--- src/hw/rtl/pdr_pkg.sv ---
// pdr_pkg: shared types, constants and helper functions for the planar dead-reckoning integrator
// no dependencies; imported by pdr_mul, pdr_cordic and the top level
`timescale 1ns / 1ps

package pdr_pkg;

    // datapath widths
    localparam int VEL_W  = 27;  // cordic x/y word: speed with 8 guard bits plus gain headroom
    localparam int ANG_W  = 34;  // cordic angle word, Q2.30 with headroom
    localparam int MUL_AW = 28;
    localparam int MUL_BW = 24;
    localparam int MUL_PW = MUL_AW + MUL_BW;

    // fixed-point constants
    localparam int          PI_Q13        = 25736;
    localparam int          TWO_PI_Q13    = 51472;
    localparam longint      HALF_PI_Q30   = 64'd1686629713;
    localparam int          VEL_SCALE_Q24 = 2830004;
    localparam logic [15:0] STEP_RESET    = 16'd1311;

    typedef enum logic [3:0] {
        ST_IDLE,
        ST_HEAD_MUL,
        ST_HEAD_ACC,
        ST_ORIGIN,
        ST_ROTATE,
        ST_SCALE_X,
        ST_SCALE_Y,
        ST_STEP_X,
        ST_STEP_Y,
        ST_FINISH
    } t_state;

    // atan(2^-i) in Q2.30
    function automatic logic [30:0] pdr_atan(input logic [4:0] idx);
        logic [30:0] v;
        case (idx)
            5'd0:    v = 31'd843314857;
            5'd1:    v = 31'd497837829;
            5'd2:    v = 31'd263043837;
            5'd3:    v = 31'd133525159;
            5'd4:    v = 31'd67021687;
            5'd5:    v = 31'd33543516;
            5'd6:    v = 31'd16775851;
            5'd7:    v = 31'd8388437;
            5'd8:    v = 31'd4194283;
            5'd9:    v = 31'd2097149;
            5'd10:   v = 31'd1048576;
            5'd11:   v = 31'd524288;
            5'd12:   v = 31'd262144;
            5'd13:   v = 31'd131072;
            5'd14:   v = 31'd65536;
            5'd15:   v = 31'd32768;
            5'd16:   v = 31'd16384;
            5'd17:   v = 31'd8192;
            5'd18:   v = 31'd4096;
            5'd19:   v = 31'd2048;
            5'd20:   v = 31'd1024;
            5'd21:   v = 31'd512;
            5'd22:   v = 31'd256;
            5'd23:   v = 31'd128;
            default: v = 31'd0;
        endcase
        return v;
    endfunction

    // clamp a 34-bit sum to the signed 32-bit range
    function automatic logic signed [31:0] pdr_sat32(input logic signed [33:0] v);
        logic signed [31:0] r;
        if (v > $signed(34'h0_7FFF_FFFF)) begin
            r = 32'sh7FFF_FFFF;
        end else if (v < $signed(34'h3_8000_0000)) begin
            r = 32'sh8000_0000;
        end else begin
            r = v[31:0];
        end
        return r;
    endfunction

endpackage

--- src/hw/rtl/pdr_mul.sv ---
// pdr_mul: shared signed multiplier with a registered product
// depends on pdr_pkg for operand widths
`timescale 1ns / 1ps

module pdr_mul (
    input  logic                                 i_clk,
    input  logic                                 i_en,
    input  logic signed [pdr_pkg::MUL_AW-1:0]    i_a,
    input  logic signed [pdr_pkg::MUL_BW-1:0]    i_b,
    output logic signed [pdr_pkg::MUL_PW-1:0]    o_p
);
    import pdr_pkg::*;

    logic signed [MUL_PW-1:0] r_p;

    // product holds while not enabled
    always_ff @(posedge i_clk) begin
        if (i_en) begin
            r_p <= i_a * i_b;
        end
    end

    assign o_p = r_p;

endmodule

--- config.mk ---
export PLATFORM = sky130hd
export DESIGN_NAME = pdr_mul
export DESIGN_NICKNAME = d
export VERILOG_FILES = /design/src/hw/rtl/pdr_pkg.sv /design/src/hw/rtl/pdr_mul.sv
export SDC_FILE = /design/constraint.sdc
export NUM_CORES = 2
export LEC_CHECK = 0
export BUFFER_PORTS_ARGS = -buffer_cell sky130_fd_sc_hd__clkbuf_2
export CAP_MARGIN = 15
export CORE_MARGIN = 2
export CORE_UTILIZATION = 55
export DETAILED_ROUTE_END_ITERATION = 8
export GPL_TIMING_DRIVEN = 0
export PLACE_DENSITY = 0.7
export SLEW_MARGIN = 10
export SYNTH_ARGS = -nofsm -noshare
export SYNTH_HDL_FRONTEND = slang
export SYNTH_SLANG_ARGS = --single-unit
--- constraint.sdc ---
create_clock -name i_clk -period 15.6 [get_ports i_clk]
set_input_delay 2.34 -clock i_clk [delete_from_list [all_inputs] [get_ports i_clk]]
set_output_delay 2.34 -clock i_clk [all_outputs]
set_load 0.05 [all_outputs]
==> impl_metrics.tcl <==
set metrics [dict create \
    status "complete, but fails checks" \
    violations "antenna rules" \
    hp-start "i_en" \
    root_buffer "clkbuf_16" \
    synth_ff_type "edfxtp_1" \
    fp.dieW_um 219 \
    cts_hold_buf 0 \
    area_growth_pct 5.50 \
    vias 18900 \
    netlist-cell-type-count 51 \
    dr.pass1.iters 6 \
    routed.top_layer "met5" \
    met3WireLength_mm 6.20 \
    synth_edf_count 52 \
    pin_count 106 \
    finalHoldViolations 0 \
    max_clock_freq_ghz 0.0932 \
    cp.required_ns 15.65 \
    crit_top_cell "fa_1" \
    place_hpwl_mm 67.2 \
    setup_tns_ns 0 \
    rsz0062_at_grt "false" \
    yosysSeqAreaShare_pct 6.12 \
    io_buffers 90 \
    synth.avg_cell_area_um2 9.57 \
    fp.dieH_um 219 \
    ant_nets 1 \
    grt_pass1_wl_mm 120 \
    final_common_cell "fa_1" \
    gp_congestion 1.02 \
    relSlewSlack_pct 27.3 \
    post_cts_buffers 0 \
    cts_max_level 2 \
    start_util_pct 56.0 \
    vias_per_cell 5.61 \
    crit_fanout 10 \
    cp_slowest_stage_delay_ns 0.74 \
    maxCapViolations 0 \
    netlist_area_um2 25500 \
    grt_usage_pct 34.6 \
    cts_buffer_depth 2 \
    grt_max_degree 53 \
    dr_wl_met2_mm 38.8 \
    mostFrequentLayoutCells "695 x fa_1, 678 x inv_1, 358 x nand2_1" \
    syn_inst 2664 \
    grt_overflow 0 \
    drt_iter0_drc 1483 \
    async_flop_share_pct 0 \
    wl_per_cell_um 23.6 \
    post_cts_resized 0 \
    crit_type "input pin to flip-flop" \
    drcViolationCount 0 \
    syn-num-nets 3555 \
    grt_pass1_vias 20700 \
    tightest_slew_ns 1.09 \
    min_path_type "input pin to flip-flop" \
    cts_made_buffers 5 \
    holdPathStages 1 \
    slew_viol_final 0 \
    arrival_ns 10.78 \
    ys_seq_elements 52 \
    endpoint_kind "flip-flop" \
    hold_end "o_p[47]" \
    worstSetupStartpointType "input pin" \
    setup_violations 0 \
    nets 3653 \
    drt-total-wl_mm 79.4 \
    clkSlewWorstSetupHoldPaths_ns 0.07 \
    largest_reg_flops 52 \
    cts_tree "done" \
    ys.warnings.count 0 \
    post-route-period-util_pct 68.8 \
    die-area_um2 48100 \
    cts.sinks 52 \
    antenna_found_initial 1 \
    drt-met1-wl_mm 28.1 \
    drive_gt1_share_pct 3.87 \
    rows 78 \
    min_period_ns 10.73 \
    slowest_stage "clkbuf_1" \
    coreArea_um2 45600 \
]
## metal layers
metal	global-route usage (%)	vias up
met5	0	-
met4	22.0	2
met3	5.64	283
met2	58.1	903
met1	41.6	9851
li1	-	7852
## logic make-up (layout without fill, tap and decap cells)
logic type,after synthesis,after routing,share of synthesized area (%)
XOR/XNOR,56,56,1.92
buffers and inverters,806,905,11.9
AND/OR/NAND/NOR,767,767,14.9
other,0,6,0
AO/OA/AOI/OAI,146,146,3.67
flip-flops,52,52,6.12
adder cells (fa/ha/maj),837,837,61.5
## stage by stage
step,hold slack [ns],cell area (um^2),setup slack (ns),std cells,util [%]
after CTS,2.55,26900,5.04,3362,59.0
after global routing,2.49,26900,4.61,3363,59.0
final,2.48,26900,4.87,3369,59.0
after floorplan,2.45,25500,6.50,2664,-
after detailed placement,2.87,26700,4.72,3354,58.6
after global placement,2.86,26700,4.77,3354,58.6
## synthesized netlist by cell type, types with 6 or more instances
cell type,n,share of area (%)
o21bai_1,6,0.18
o21ai_0,24,0.47
xnor2_1,39,1.3
edfxtp_1,52,6.1
and2_1,318,7.8
nor2b_1,7,0.17
o21a_1,7,0.21
nand4_1,7,0.17
nor2_1,42,0.62
buf_1,11,0.16
xor2_1,17,0.58
nand2b_1,10,0.25
ha_1,142,7.0
a21oi_1,52,1.0
nand3_1,10,0.20
nand2_1,358,5.3
clkbuf_1,116,1.7
fa_1,695,55
inv_1,678,10
a21o_1,21,0.62
## critical path, delay by kind of cell
family | cells | cell delay [ns]
adders and majority gates | 8 | 3.95
buffers and inverters | 9 | 2.02
AOI/OAI and AO/OA | 6 | 1.80
and+or+nand+nor | 3 | 0.50
xor gates and xnor gates | 1 | 0.14
## worst max path at each step
stage               to  startpoint  cells after the start  slack (ns)
4_1_cts        o_p[48]      i_b[5]                     25        5.04
2_1_floorplan  o_p[48]      i_b[4]                     26        6.50
3_5_place_dp   o_p[48]      i_b[5]                     25        4.72
6_report       o_p[48]      i_b[5]                     27        4.87
3_3_place_gp   o_p[48]     i_b[15]                     27        4.77
5_1_grt        o_p[48]      i_b[5]                     26        4.61
## layout make-up
type	instances	area (um^2)
multi-input cells	1806	20900
fillers	4068	18700
inverters	678	2540
flip-flops and latches	52	1560
well taps	600	751
plain buffers	128	482
repair buffers	91	470
clock buffers	5	125
clock inverters	3	42.5
diodes	6	15.0
Power is not shown: default switching activity piles up to over one toggle a cycle in this logic, so the estimate is an artifact.
