### src/hw/rtl/pdr_pkg.sv
// pdr_pkg: shared types, constants and helper functions for the planar dead-reckoning integrator
// no dependencies; imported by pdr_mul, pdr_cordic and the top level
`timescale 1ns / 1ps

package pdr_pkg;

    // datapath widths
    localparam int VEL_W  = 27;  // cordic x/y word: speed with 8 guard bits plus gain headroom
    localparam int ANG_W  = 34;  // cordic angle word, Q2.30 with headroom
    localparam int MUL_AW = 28;
    localparam int MUL_BW = 24;
    localparam int MUL_PW = MUL_AW + MUL_BW;

    // fixed-point constants
    localparam int          PI_Q13        = 25736;
    localparam int          TWO_PI_Q13    = 51472;
    localparam longint      HALF_PI_Q30   = 64'd1686629713;
    localparam int          VEL_SCALE_Q24 = 2830004;
    localparam logic [15:0] STEP_RESET    = 16'd1311;

    typedef enum logic [3:0] {
        ST_IDLE,
        ST_HEAD_MUL,
        ST_HEAD_ACC,
        ST_ORIGIN,
        ST_ROTATE,
        ST_SCALE_X,
        ST_SCALE_Y,
        ST_STEP_X,
        ST_STEP_Y,
        ST_FINISH
    } t_state;

    // atan(2^-i) in Q2.30
    function automatic logic [30:0] pdr_atan(input logic [4:0] idx);
        logic [30:0] v;
        case (idx)
            5'd0:    v = 31'd843314857;
            5'd1:    v = 31'd497837829;
            5'd2:    v = 31'd263043837;
            5'd3:    v = 31'd133525159;
            5'd4:    v = 31'd67021687;
            5'd5:    v = 31'd33543516;
            5'd6:    v = 31'd16775851;
            5'd7:    v = 31'd8388437;
            5'd8:    v = 31'd4194283;
            5'd9:    v = 31'd2097149;
            5'd10:   v = 31'd1048576;
            5'd11:   v = 31'd524288;
            5'd12:   v = 31'd262144;
            5'd13:   v = 31'd131072;
            5'd14:   v = 31'd65536;
            5'd15:   v = 31'd32768;
            5'd16:   v = 31'd16384;
            5'd17:   v = 31'd8192;
            5'd18:   v = 31'd4096;
            5'd19:   v = 31'd2048;
            5'd20:   v = 31'd1024;
            5'd21:   v = 31'd512;
            5'd22:   v = 31'd256;
            5'd23:   v = 31'd128;
            default: v = 31'd0;
        endcase
        return v;
    endfunction

    // clamp a 34-bit sum to the signed 32-bit range
    function automatic logic signed [31:0] pdr_sat32(input logic signed [33:0] v);
        logic signed [31:0] r;
        if (v > $signed(34'h0_7FFF_FFFF)) begin
            r = 32'sh7FFF_FFFF;
        end else if (v < $signed(34'h3_8000_0000)) begin
            r = 32'sh8000_0000;
        end else begin
            r = v[31:0];
        end
        return r;
    endfunction

endpackage

### src/hw/rtl/pdr_cordic.sv
// pdr_cordic: iterative cordic rotation, one micro-rotation per cycle
// depends on pdr_pkg for widths, the quarter-turn constant and the atan table
`timescale 1ns / 1ps

module pdr_cordic #(
    parameter int STAGES = 16
) (
    input  logic                                 i_clk,
    input  logic                                 i_rst_n,
    input  logic                                 i_start,
    input  logic signed [pdr_pkg::VEL_W-1:0]     i_x,
    input  logic signed [pdr_pkg::VEL_W-1:0]     i_y,
    input  logic signed [pdr_pkg::ANG_W-1:0]     i_z,
    output logic                                 o_done,
    output logic signed [pdr_pkg::VEL_W-1:0]     o_x,
    output logic signed [pdr_pkg::VEL_W-1:0]     o_y
);
    import pdr_pkg::*;

    localparam int IW = (STAGES > 1) ? $clog2(STAGES) : 1;
    localparam logic signed [ANG_W-1:0] HALF_PI = ANG_W'(HALF_PI_Q30);

    logic                     r_busy;
    logic                     r_done;
    logic [IW-1:0]            r_iter;
    logic signed [VEL_W-1:0]  r_x;
    logic signed [VEL_W-1:0]  r_y;
    logic signed [ANG_W-1:0]  r_z;

    logic signed [VEL_W-1:0]  pre_x;
    logic signed [VEL_W-1:0]  pre_y;
    logic signed [ANG_W-1:0]  pre_z;
    logic signed [VEL_W-1:0]  dx;
    logic signed [VEL_W-1:0]  dy;
    logic signed [ANG_W-1:0]  atan_v;

    // quarter-turn pre-rotation brings the angle into cordic range
    always_comb begin
        pre_x = i_x;
        pre_y = i_y;
        pre_z = i_z;
        if (i_z > HALF_PI) begin
            pre_x = -i_y;
            pre_y = i_x;
            pre_z = i_z - HALF_PI;
        end else if (i_z < -HALF_PI) begin
            pre_x = i_y;
            pre_y = -i_x;
            pre_z = i_z + HALF_PI;
        end
    end

    assign dx     = r_y >>> r_iter;
    assign dy     = r_x >>> r_iter;
    assign atan_v = $signed({{(ANG_W-31){1'b0}}, pdr_atan(5'(r_iter))});

    always_ff @(posedge i_clk) begin
        if (!i_rst_n) begin
            r_busy <= 1'b0;
            r_done <= 1'b0;
        end else begin
            r_done <= 1'b0;
            if (i_start) begin
                r_busy <= 1'b1;
            end else if (r_busy && r_iter == IW'(STAGES - 1)) begin
                r_busy <= 1'b0;
                r_done <= 1'b1;
            end
        end
    end

    always_ff @(posedge i_clk) begin
        if (i_start) begin
            r_x    <= pre_x;
            r_y    <= pre_y;
            r_z    <= pre_z;
            r_iter <= '0;
        end else if (r_busy) begin
            if (!r_z[ANG_W-1]) begin
                r_x <= r_x - dx;
                r_y <= r_y + dy;
                r_z <= r_z - atan_v;
            end else begin
                r_x <= r_x + dx;
                r_y <= r_y - dy;
                r_z <= r_z + atan_v;
            end
            r_iter <= r_iter + 1'b1;
        end
    end

    assign o_done = r_done;
    assign o_x    = r_x;
    assign o_y    = r_y;

endmodule

### config.mk
export PLATFORM = sky130hd
export DESIGN_NAME = pdr_cordic
export DESIGN_NICKNAME = d
export VERILOG_FILES = /design/src/hw/rtl/pdr_pkg.sv /design/src/hw/rtl/pdr_cordic.sv
export SDC_FILE = /design/constraint.sdc
export NUM_CORES = 1
export LEC_CHECK = 0
export BUFFER_PORTS_ARGS = -buffer_cell sky130_fd_sc_hd__buf_2
export CAP_MARGIN = 20
export CORE_UTILIZATION = 40
export CTS_CLUSTER_DIAMETER = 200
export CTS_CLUSTER_SIZE = 30
export DETAILED_ROUTE_END_ITERATION = 12
export PLACE_DENSITY_LB_ADDON = 0.15
export SLEW_MARGIN = 10
export SYNTH_ARGS = -nofsm -noshare
export SYNTH_HDL_FRONTEND = slang
export SYNTH_SLANG_ARGS = --single-unit
### constraint.sdc
create_clock -name i_clk -period 5.75 [get_ports i_clk]
set_input_delay 0 -clock i_clk [delete_from_list [all_inputs] [get_ports i_clk]]
set_output_delay 0 -clock i_clk [all_outputs]
set_load 0.1 [all_outputs]
==> summary.txt <==
Place
  • RePlAce Congestion: 1.02
  • Pre-CTS setup slack: 0.0824 ns
  • Post-DP HPWL: 49000 µm
  • PortBufs: 145

Die
  • Row Count: 74
  • Starting density of the core: 40.9%
  • Std-Cell Core Area: 41100 µm²
  • Die height: 207 µm
  • Die area: 42800 µm²
  • I/O Pins: 146
  • Die W: 207 µm

Synth
  • Cell with the most instances after synthesis: a21oi_1
  • Post-synthesis register bit count: 122
  • Yosys cell types: 93
  • Fraction of post-synthesis cell area in the top cell type by area: 15.7%
  • Mapped Cells: 2084
  • Syn Nets: 2282
  • Number of enable flip-flop cells after synthesis: 88
  • Primary FF master, synth: edfxtp_1
  • Seq/Total Area, Yosys: 19.8%
  • Post-Syn Area: 16800 µm²
  • Average cell area after synthesis: 8.06 µm²
  • Most frequent cells after synthesis: a21oi_1, nor2_1, nand2_1
  • Largest area contributor in the netlist: edfxtp_1
  • Ranking of synthesized cells by area: edfxtp_1, ha_1, a21oi_1, xor2_1, mux4_2
  • Async set-or-reset flop fraction in the synthesized netlist: 0%
  • Ys Warns: 0

Cells and area
  • Fillers: 4127
  • Area occupied by multi-input gates: 12800 µm²
  • Layout area overhead: 14.0%
  • Nets: 2421
  • Proportion of layout cells with a drive suffix above 1: 16.7%
  • FF/Latch Area: 3330 µm²
  • ANT cells: 0

Detailed routing
  • Overall routed net length: 63400 µm
  • DRC violations left: 1
  • Drt first pass iters: 12
  • Routed Antenna Nets: 0
  • Via count: 17.4k
  • Via/cell ratio: 6.30
  • Routed wire per std cell: 22.9 µm
  • DR iter-0 viols: 1779

GRT
  • Largest net degree at the start of global routing: 75
  • Vias in the first global route: 15.8k
  • Total track usage: 29.2%
  • Initial antenna violation count: 1
  • GRT Residual Overflow: 0
  • First-pass GRT wire length: 95300 µm

Critical path
  • Critical path type: flip-flop to flip-flop
  • FF-to-FF Start: r_iter[1]$_SDFFE_PP0P_
  • Worst R2R End: o_y[25]$_DFFE_PP_
  • Max FO, Critical Path: 18
  • CP startpoint kind: flip-flop
  • CP endpoint kind: flip-flop
  • Reg2reg path depth: 19
  • Arr. time, crit path: 5.85 ns
  • CP required: 6.03 ns
  • Reg2Reg Setup Slack: 0.18 ns

Clock tree
  • CTS sink count: 122
  • Clock tree buffer depth: 2
  • Cts bufs inserted: 17
  • Clk_lat worst skew: 0.45 ns
  • Reg clk slew, reported paths: 0.07 ns
  • H-tree depth: 4
  • CTS tree: done
  • Root Buffer Master: clkbuf_16

STA
  • Slew @ Worst Pin: 0.991 ns
  • Count of final setup violators: 0
  • Final Hold Vio Count: 0
  • Final WS setup: 0.179 ns
  • Max Slew Vio Count: 0
  • Final min period: 5.57 ns
  • Slew HR: 33.9%
  • F_max: 180 MHz
  • Final period util: 96.9%
  • Final Skew: 0.0168 ns

Hold path
  • Worst Hold Class: input port to flip-flop
  • Worst Hold Launch: i_y[20]
  • Hold path depth: 3
  • WHS Endpoint: o_x[20]$_DFFE_PP_

Status
  • Outcome: complete, but fails checks
  • Failing checks: design-rule violations

Run
  • Max-cap violation count: 0
## registers in the layout, indices dropped and copies added (netlist names)
register and flops:
o_done 1, r_busy 1, atan_v 28, r_iter 4, o_x 27, o_y 27, r_z 34
## how the worst max path moves through the flow
stage                      startpoint           endpoint  slack [ns]  cells after the start
2_1_floorplan       o_y[11]$_DFFE_PP_  o_x[25]$_DFFE_PP_        0.18                     21
4_1_cts        r_iter[1]$_SDFFE_PP0P_  o_x[26]$_DFFE_PP_        0.04                     21
6_report       r_iter[1]$_SDFFE_PP0P_  o_y[25]$_DFFE_PP_        0.18                     19
5_1_grt        r_iter[1]$_SDFFE_PP0P_  o_x[22]$_DFFE_PP_       -0.01                     21
3_3_place_gp   r_iter[1]$_SDFFE_PP0P_  o_x[26]$_DFFE_PP_        0.22                     21
3_5_place_dp   r_iter[1]$_SDFFE_PP0P_  o_x[26]$_DFFE_PP_        0.08                     21
## cells in the final DEF, fill, tap and decap left out, drive strengths merged, types with 18 or more instances in the layout
cell type | netlist | routed
a211oi | 21 | 21
a21o | 72 | 72
a21oi | 210 | 210
a221oi | 29 | 29
a31oi | 46 | 46
buf | 42 | 230
clkbuf | 78 | 22
dfxtp | 34 | 34
edfxtp | 88 | 88
ha | 104 | 104
inv | 52 | 55
mux2 | 20 | 20
mux2i | 71 | 71
mux4 | 47 | 47
nand2 | 171 | 171
nand2b | 25 | 25
nand3 | 34 | 34
nor2 | 204 | 204
nor3 | 72 | 72
nor4 | 19 | 19
o21ai | 127 | 127
o21bai | 18 | 18
or2 | 18 | 18
or3 | 30 | 30
xnor2 | 84 | 84
xor2 | 92 | 92
## through the flow
step | instances | cell area (µm²) | hold WS [ns] | TNS (ns) | utilization, %
after floorplan | 2084 | 16800 | 0.128 | 0 | -
after global routing | 2768 | 19100 | 0.0335 | -0.0145 | 46.6
after global placement | 2724 | 18300 | 0.267 | 0 | 44.6
after CTS | 2767 | 19100 | 0.00706 | 0 | 46.4
after detailed placement | 2724 | 18300 | 0.273 | 0 | 44.6
final | 2768 | 19100 | 0.0291 | 0 | 46.6
## kinds of logic (layout without fill, tap and decap cells)
logic type      after synthesis  after routing  synth area share [%]
compound gates              687            687                  26.5
buf+inv                     175            327                  4.54
simple gates                679            679                  19.8
flops                       122            122                  19.8
xor+xnor                    176            176                  9.18
fa+ha+maj                   107            107                  8.11
mux                         138            138                  12.1
## routing by layer
metal / global-route usage [%] / wire, µm / up-vias / share of wire, %
li1: - / - / 8188 / -
met1: 46.0 / 30900 / 8398 / 49
met2: 40.2 / 25700 / 790 / 40
met3: 5.35 / 5750 / 63 / 9.1
met4: 6.70 / 1080 / 0 / 1.7
met5: 0 / 0 / - / 0
## area by class of cell
class	instances	share of cell area, %
Inverter	54	1.06
Clock inverter	10	0.667
Timing Repair Buffer	241	7.94
Multi-Input combinational cell	1787	66.9
Sequential cell	122	17.4
Clock buffer	22	2.59
Tap cell	532	3.48
## what timing repair did
item,CTS,global route
endpoints found under the hold margin,12,0
endpoints found under the setup margin,0,15
resized for setup,0,20
hold buffers,11,0
setup buffers,0,1
## worst max-delay path: stages (launching register included)
cell,delay [ns]
dfxtp_4,0.45
buf_8,0.24
mux4_2,0.55
and2_4,0.18
or4_4,0.51
a222oi_1,0.31
buf_4,0.19
a21oi_1,0.07
xor2_1,0.41
ha_1,0.39
a21o_1,0.19
a21o_1,0.17
a21o_1,0.20
nor4_2,0.36
buf_4,0.19
o31ai_1,0.12
o211ai_1,0.34
a21oi_1,0.13
o21a_1,0.18
o31ai_1,0.22
Power is left out: the tool's default activity adds up to more than one toggle a clock period on the data nets, which glitch-free logic cannot reach.
